File: src/hw/rtl/lmrr_pkg.sv
`default_nettype none
package lmrr_pkg;

  localparam int unsigned NumLocks   = 16;
  localparam int unsigned NumClients = 16;
  localparam int unsigned QueueDepth = 8;
  localparam int unsigned LockW      = 4;
  localparam int unsigned ClientW    = 4;
  localparam int unsigned SlotW      = 3;
  localparam int unsigned CountW     = 4;

  typedef enum logic [1:0] {
    MODE_FREE     = 2'd0,
    MODE_LOCKED   = 2'd1,
    MODE_REVOKING = 2'd2,
    MODE_WAITING  = 2'd3
  } mode_e;

  typedef enum logic [1:0] {
    ST_OK    = 2'd0,
    ST_RETRY = 2'd1,
    ST_ERROR = 2'd2
  } status_e;

  typedef enum logic [1:0] {
    MSG_NONE   = 2'd0,
    MSG_REVOKE = 2'd1,
    MSG_RETRY  = 2'd2
  } msg_e;

  typedef enum logic {
    REQ_ACQUIRE = 1'b0,
    REQ_RELEASE = 1'b1
  } req_e;

  typedef enum logic {
    BS_READ = 1'b0,
    BS_EXEC = 1'b1
  } bstate_e;

  typedef struct packed {
    logic [0:0]         req_type;
    logic [LockW-1:0]   lock_id;
    logic [ClientW-1:0] client_id;
  } req_t;

  typedef struct packed {
    logic [1:0]         status;
    logic [1:0]         send_kind;
    logic [ClientW-1:0] send_client;
    logic [LockW-1:0]   send_lock;
  } rsp_t;

  typedef struct packed {
    logic valid;
    req_t item;
  } fq_out_t;

endpackage
`default_nettype wire

File: src/hw/rtl/lmrr_front.sv
`default_nettype none
module lmrr_front import lmrr_pkg::*; (
  input  wire logic    clk_i,
  input  wire logic    rst_ni,
  input  wire logic    in_valid_i,
  output logic         in_stall_o,
  input  wire req_t    in_word_i,
  output fq_out_t      fq_o,
  input  wire logic    pop_i
);

  req_t       ent_q [2];
  logic       wr_q, wr_d, rd_q, rd_d;
  logic [1:0] cnt_q, cnt_d;
  logic       push;
  logic       pop;

  assign in_stall_o = (cnt_q == 2'd2);
  assign push       = in_valid_i && !in_stall_o;
  assign pop        = pop_i && (cnt_q != 2'd0);

  always_comb begin
    wr_d  = push ? ~wr_q : wr_q;
    rd_d  = pop ? ~rd_q : rd_q;
    cnt_d = cnt_q + {1'b0, push} - {1'b0, pop};
  end

  always_ff @(posedge clk_i or negedge rst_ni) begin
    if (!rst_ni) begin
      wr_q  <= 1'b0;
      rd_q  <= 1'b0;
      cnt_q <= 2'd0;
    end else begin
      wr_q  <= wr_d;
      rd_q  <= rd_d;
      cnt_q <= cnt_d;
    end
  end

  always_ff @(posedge clk_i) begin
    if (push) begin
      ent_q[wr_q] <= in_word_i;
    end
  end

  assign fq_o.valid = (cnt_q != 2'd0);
  assign fq_o.item  = ent_q[rd_q];

endmodule
`default_nettype wire

File: src/hw/rtl/lmrr_back.sv
`default_nettype none
module lmrr_back import lmrr_pkg::*; (
  input  wire logic    clk_i,
  input  wire logic    rst_ni,
  input  wire fq_out_t fq_i,
  output logic         pop_o,
  output logic         out_valid_o,
  input  wire logic    out_stall_i,
  output rsp_t         out_word_o
);

  mode_e              mode_q  [NumLocks];
  logic [ClientW-1:0] owner_q [NumLocks];
  logic [SlotW-1:0]   head_q  [NumLocks];
  logic [CountW-1:0]  cnt_q   [NumLocks];
  logic [NumClients-1:0] mask_q [NumLocks];
  logic [ClientW-1:0] mem_q [NumLocks*QueueDepth];
  logic [ClientW-1:0] rdata_q;

  bstate_e state_q, state_d;
  logic    out_valid_q;
  rsp_t    out_word_q;
  logic    fire;

  logic [LockW-1:0]   lk;
  logic [ClientW-1:0] cl;
  mode_e              m;
  logic [SlotW-1:0]   hd;
  logic [CountW-1:0]  cn;
  logic               enq_ok;
  logic [SlotW-1:0]   slot;

  logic               do_enq, do_pop, wr_owner;
  mode_e              new_mode;
  logic [ClientW-1:0] new_owner;
  rsp_t               rsp;

  assign lk     = fq_i.item.lock_id;
  assign cl     = fq_i.item.client_id;
  assign m      = mode_q[lk];
  assign hd     = head_q[lk];
  assign cn     = cnt_q[lk];
  assign enq_ok = (cn < CountW'(QueueDepth)) && !mask_q[lk][cl];
  assign slot   = hd + cn[SlotW-1:0];
  assign fire   = (state_q == BS_EXEC) && (!out_valid_q || !out_stall_i);
  assign pop_o  = fire;

  always_comb begin
    state_d = state_q;
    case (state_q)
      BS_READ: if (fq_i.valid) state_d = BS_EXEC;
      BS_EXEC: if (fire) state_d = BS_READ;
      default: state_d = BS_READ;
    endcase
  end

  always_comb begin
    do_enq    = 1'b0;
    do_pop    = 1'b0;
    wr_owner  = 1'b0;
    new_mode  = m;
    new_owner = owner_q[lk];
    rsp       = '{status: ST_ERROR, send_kind: MSG_NONE, send_client: '0, send_lock: '0};
    if (fq_i.item.req_type == REQ_ACQUIRE) begin
      case (m)
        MODE_FREE: begin
          wr_owner   = 1'b1;
          new_owner  = cl;
          new_mode   = MODE_LOCKED;
          rsp.status = ST_OK;
        end
        MODE_LOCKED: begin
          if (enq_ok) begin
            do_enq          = 1'b1;
            new_mode        = MODE_REVOKING;
            rsp.status      = ST_RETRY;
            rsp.send_kind   = MSG_REVOKE;
            rsp.send_client = owner_q[lk];
            rsp.send_lock   = lk;
          end
        end
        MODE_REVOKING: begin
          if (enq_ok) begin
            do_enq     = 1'b1;
            rsp.status = ST_RETRY;
          end
        end
        default: begin
          if ((cn != '0) && (rdata_q == cl)) begin
            do_pop     = 1'b1;
            wr_owner   = 1'b1;
            new_owner  = cl;
            rsp.status = ST_OK;
            if (cn == CountW'(1)) begin
              new_mode = MODE_LOCKED;
            end else begin
              new_mode        = MODE_REVOKING;
              rsp.send_kind   = MSG_REVOKE;
              rsp.send_client = cl;
              rsp.send_lock   = lk;
            end
          end else if (enq_ok) begin
            do_enq     = 1'b1;
            rsp.status = ST_RETRY;
          end
        end
      endcase
    end else if ((m == MODE_LOCKED || m == MODE_REVOKING) && owner_q[lk] == cl) begin
      wr_owner   = 1'b1;
      new_owner  = '0;
      rsp.status = ST_OK;
      if (m == MODE_LOCKED) begin
        new_mode = MODE_FREE;
      end else begin
        new_mode        = MODE_WAITING;
        rsp.send_kind   = MSG_RETRY;
        rsp.send_client = rdata_q;
        rsp.send_lock   = lk;
      end
    end
  end

  always_ff @(posedge clk_i or negedge rst_ni) begin
    if (!rst_ni) begin
      state_q     <= BS_READ;
      out_valid_q <= 1'b0;
      for (int i = 0; i < NumLocks; i++) begin
        mode_q[i]  <= MODE_FREE;
        owner_q[i] <= '0;
        head_q[i]  <= '0;
        cnt_q[i]   <= '0;
        mask_q[i]  <= '0;
      end
    end else begin
      state_q <= state_d;
      if (fire) begin
        out_valid_q <= 1'b1;
        mode_q[lk]  <= new_mode;
        if (wr_owner) owner_q[lk] <= new_owner;
        if (do_enq) begin
          cnt_q[lk]      <= cn + CountW'(1);
          mask_q[lk][cl] <= 1'b1;
        end
        if (do_pop) begin
          head_q[lk]     <= hd + SlotW'(1);
          cnt_q[lk]      <= cn - CountW'(1);
          mask_q[lk][cl] <= 1'b0;
        end
      end else if (!out_stall_i) begin
        out_valid_q <= 1'b0;
      end
    end
  end

  always_ff @(posedge clk_i) begin
    if (fire) begin
      out_word_q <= rsp;
    end
    if (state_q == BS_READ) begin
      rdata_q <= mem_q[{lk, hd}];
    end
    if (fire && do_enq) begin
      mem_q[{lk, slot}] <= cl;
    end
  end

  assign out_valid_o = out_valid_q;
  assign out_word_o  = out_word_q;

endmodule
`default_nettype wire

File: src/hw/rtl/lock_manager_revoke_retry.sv
// A request word passes the request queue, then the back end's read and update states;
// the update loads the response register and waits while the output is stalled.
// One request at a time, the back end reads then updates lock table and waiter memory.
// A 2-entry request queue decouples intake; a response register holds the result.
// Reset (async, active low) frees every lock and empties every waiter queue at once.
`default_nettype none
module lock_manager_revoke_retry import lmrr_pkg::*; (
  input  wire logic clk_i,
  input  wire logic rst_ni,
  input  wire logic in_valid_i,
  output logic      in_stall_o,
  input  wire req_t in_word_i,
  output logic      out_valid_o,
  input  wire logic out_stall_i,
  output rsp_t      out_word_o
);

  fq_out_t fq;
  logic    pop;

  lmrr_front u_front (
    .clk_i      (clk_i),
    .rst_ni     (rst_ni),
    .in_valid_i (in_valid_i),
    .in_stall_o (in_stall_o),
    .in_word_i  (in_word_i),
    .fq_o       (fq),
    .pop_i      (pop)
  );

  lmrr_back u_back (
    .clk_i       (clk_i),
    .rst_ni      (rst_ni),
    .fq_i        (fq),
    .pop_o       (pop),
    .out_valid_o (out_valid_o),
    .out_stall_i (out_stall_i),
    .out_word_o  (out_word_o)
  );

  a_err_quiet: assert property (@(posedge clk_i) disable iff (!rst_ni)
    out_valid_o && out_word_o.status == ST_ERROR |-> out_word_o.send_kind == MSG_NONE)
    else $error("error response carries a message");

  a_none_zero: assert property (@(posedge clk_i) disable iff (!rst_ni)
    out_valid_o && out_word_o.send_kind == MSG_NONE
      |-> out_word_o.send_client == '0 && out_word_o.send_lock == '0)
    else $error("message fields set without a message");

  a_pop_has_word: assert property (@(posedge clk_i) disable iff (!rst_ni)
    pop |-> fq.valid)
    else $error("back end consumed an empty queue");

endmodule
`default_nettype wire
File: config.mk
export PLATFORM = sky130hd
export DESIGN_NAME = lock_manager_revoke_retry
export DESIGN_NICKNAME = d
export VERILOG_FILES = /design/src/hw/rtl/lmrr_pkg.sv /design/src/hw/rtl/lmrr_front.sv /design/src/hw/rtl/lmrr_back.sv /design/src/hw/rtl/lock_manager_revoke_retry.sv
export SDC_FILE = /design/constraint.sdc
export NUM_CORES = 2
export LEC_CHECK = 0
export ABC_CLOCK_PERIOD_IN_PS = 7100
export BUFFER_PORTS_ARGS = -buffer_cell sky130_fd_sc_hd__clkbuf_2
export CORE_ASPECT_RATIO = 0.7
export CORE_UTILIZATION = 46
export CTS_CLUSTER_DIAMETER = 30
export DETAILED_ROUTE_END_ITERATION = 8
export MAX_ROUTING_LAYER = met4
export PLACE_DENSITY_LB_ADDON = 0.3
export SYNTH_ARGS = -nofsm -noshare
export SYNTH_HDL_FRONTEND = slang
export SYNTH_SLANG_ARGS = --single-unit
export TNS_END_PERCENT = 5
File: constraint.sdc
create_clock -name clk_i -period 7.1 [get_ports clk_i]
set_input_delay 1.065 -clock clk_i [delete_from_list [all_inputs] [get_ports clk_i]]
set_output_delay 1.065 -clock clk_i [all_outputs]
set_load 0.05 [all_outputs]
==> results by group <==
Critical path
  – Worst-path cell with the longest stage delay: o41ai_1
  – Worst EP arrival: between 6 and 7 ns
  – R2R Setup Slk: about 0.82 ns
  – Required time of the critical path: 7.58 ns
  – Critical Path Sink Type: flip-flop
  – Worst setup SP type: flip-flop
  – WP buf/inv: 3
  – WS Path Type: reg -> reg
  – Max incr delay on CP: 1.00 ns
  – Sequence of cells on the critical path: buf_4, nand3_2, a21o_1, a41oi_1, or3_1, inv_6, buf_12, mux2i_1, mux2_2, a311oi_1, o41ai_1, nand4b_1
  – Delay-heaviest family, CP: compound AO/OA/AOI/OAI gates
  – Critical path peak fanout: 71

Synth
  – Post-synthesis sequential area ratio: between 50% and 60%
  – Most used DFF post-synth: edfxtp_1
  – Number of flops mapped to enable cells by yosys: approximately 550
  – Post-Syn Nets: between 3000 and 4000
  – YS warnings: 0
  – Synth cell types: 96
  – Post-Syn Instances: 3792
  – Ys async rst share: roughly 46%
  – Avg Cell Area, Syn: around 12 µm²
  – FF+latch count, synth: ~1000
  – Mapped cell area: 47010 µm²

Timing
  – Final Slew Violations: 0
  – Skew final: 0.03806 ns
  – Setup WS post-layout: 0.8173 ns
  – Slew @ Worst Pin: 1.307 ns
  – Min cycle time layout: 6.283 ns
  – Fmax: 159.2 MHz
  – Setup_tns: 0 ns
  – Relative slew margins: 12.30%
  – Fin. Hold Viols: 0
  – Final Setup Violations: 0
  – RSZ-0062 raised after global routing: no
  – Worst hold slack: 0.3153 ns
  – Period utilization: 88.49%

Clock tree
  – TritonCTS clock tree: built
  – Clock sinks: about 1000
  – # H-tree levels: 4
  – Total setup buffers inserted after CTS: 0
  – Clock buffer depth: 3
  – CTS Root Cell: clkbuf_16
  – Clock-pin slew on the worst setup and hold paths: 0.06 ns
  – TritonCTS Buffers: 150
  – Post-cts hold buffer count: 0
  – Worst skew pair latency: 0.78 ns
  – PostCTS Resize Cnt: 0

Drt
  – Final wirelength: about 140000 µm
  – Vias: 34620
  – Starting DRC count in detailed routing: 4851
  – Drt pass-1 iters: 8
  – Antenna viol nets, final: 0
  – Via-per-instance ratio: approximately 6.7
  – Post-DR wirelength/cell: 27.73 µm
  – DRC viols: 0

Flow run
  – # Max-Cap Violations: 0

Placed design
  – Post-DP HPWL: 84770 µm
  – GP Congestion: about 0.90
  – Post-place setup slack: 0.9395 ns
  – Area after DPL: between 40000 and 50000 µm²
  – I/O Buffers: 26

Power
  – Logic pwr share: between 30% and 40%
  – Max VDD drop: 353.1 µV
  – Pwr Density: about 480 nW/µm²
  – Leak: 19.82 nW
  – Net Sw Power: roughly 0.011 W
  – Clock Power Share: 29.4%
  – Power Internal: 0.01506 W
  – Switching portion of total power: 41.20%
  – Total Power: 0.02561 W
  – Reg power frac: 31.2%

Global route
  – Most crowded layer after global routing: met1
  – Grt met3 use: 7.620%
  – GRT Overall Usage: 28.56%
  – Met1 Track Usage GR: 42.45%
  – Global-route met2 utilization: 37.32%
  – Global-route wire length before repair: 216500 µm
  – Antenna violations before repair: 0
  – Largest net degree at the start of global routing: 179
  – Vias in the first global route: 32580
  – Total grt overflow: 0

Floorplanning
  – Row count: 97
  – Die ar.: 103500 µm²
  – Die height: 269.5 µm
  – DIE WIDTH: 384.1 µm
  – CORE AREA: 100600 µm²
  – Initial Utilization: between 40% and 50%
  – Top Ports: 27

Final layout
  – # fillers: 8393
  – Share of layout cells above drive strength 1: 16.06%
  – Layout Nets: 3758
  – Area occupied by multi-input gates: 17020 µm²
  – Register area: roughly 28000 µm²
  – Post-layout instance area: 53490 µm²
  – Synth-to-Final Area Change: 13.78%

Worst hold path
  – Hold Path Class: in -> async

Run status
  – Status: finished, final reports clean
## per-layer routing
layer  vias to the layer above  wire, µm
li1                      14660         -
met1                     17440     63000
met2                      2185     59430
met3                       332     17080
met4                         0      4457
met5                         -         0
## Yosys cell counts (all sizes together), types with 77 or more instances
| master | count | area [µm²] |
|---|---|---|
| mux2i | 170 | 1714 |
| a41oi | 138 | 1209 |
| nor2 | 466 | 1780 |
| inv | 77 | 291.5 |
| o22a | 275 | 2409 |
| a31oi | 104 | 650.6 |
| dfrtp | 470 | 11760 |
| a21oi | 107 | 535.5 |
| o21ai | 322 | 1657 |
| nand2 | 146 | 550.5 |
| buf | 110 | 734.4 |
| clkbuf | 255 | 959.7 |
| edfxtp | 546 | 16400 |
## sequential cells by signal, indices dropped and copies added (netlist names), named ones only
name / cells
u_back.mem_q: 512
u_back.mask_q: 256
u_back.owner_q: 64
u_back.cnt_q: 48
u_back.head_q: 48
u_back.mode_q: 32
u_front.ent_q: 18
u_back.out_word_o: 12
u_back.rdata_q: 4
u_front.cnt_q: 2
u_back.out_valid_o: 1
u_back.state_q: 1
u_front.rd_q: 1
u_front.wr_q: 1
## stage by stage
| stage | instances | utilization, % |
|---|---|---|
| floorplan | 3792 | - |
| finish | 5192 | 53.16 |
| global placement | 4917 | 48.04 |
| CTS | 5191 | 53.16 |
| global route | 5191 | 53.16 |
| detailed placement | 4917 | 48.04 |
## final timing paths
| check | startpoint | cells after the start | endpoint |
|---|---|---|---|
| hold reg to reg | u_back.head_q[41] | 2 | u_back.head_q[41] |
| setup / recovery | u_front.rd_q | 12 | u_back.rdata_q[0] |
| max in group asynchronous | rst_ni | 2 | u_back.mask_q[123] |
| setup reg to reg | u_front.rd_q | 12 | u_back.rdata_q[0] |
| min in group clk_i | u_back.head_q[41] | 2 | u_back.head_q[41] |
| hold / removal | rst_ni | 1 | u_back.cnt_q[27] |
## cell usage in the layout, fill, tap and decap left out, types with 38 or more instances in the layout
| cell type | count |
|---|---|
| edfxtp_1 | 546 |
| dfrtp_1 | 469 |
| nor2_1 | 458 |
| o21ai_0 | 310 |
| o22a_1 | 275 |
| mux2i_1 | 168 |
| clkbuf_16 | 155 |
| nand2_1 | 145 |
| a41oi_1 | 138 |
| buf_4 | 122 |
| a21oi_1 | 107 |
| a31oi_1 | 103 |
| inv_1 | 72 |
| mux4_2 | 60 |
| mux2_2 | 46 |
| nand4_1 | 38 |
## power groups by stage
stage	combinational (W)	sequential (W)	clock, W
6_report	0.0101	0.00798	0.00753
2_1_floorplan	0.00669	0.00803	0
3_5_place_dp	0.00986	0.00805	0
5_1_grt	0.0106	0.00805	0.00784
3_3_place_gp	0.00975	0.00804	0
4_1_cts	0.00989	0.00796	0.00760
## final cells by class
cell class | count | share of cell area [%]
tap | 1336 | 3.125
inverter | 77 | 0.5637
antenna | 1 | 0.004678
timing repair buffer | 154 | 2.199
clock buffer | 173 | 7.546
multi-input combinational | 2334 | 31.83
clock inverter | 101 | 2.094
sequential | 1016 | 52.64
## cell families after synthesis
group,count (synthesis),share of synthesized area [%]
AOI/OAI and AO/OA,1233,19.40
DFF,1016,59.89
and+or+nand+nor,785,7.902
buffers and inverters,442,4.224
muxes,288,7.942
xor gates and xnor gates,16,0.2981
adders and majority gates,12,0.3353
Note: power is estimated with default switching activity, not from simulation.
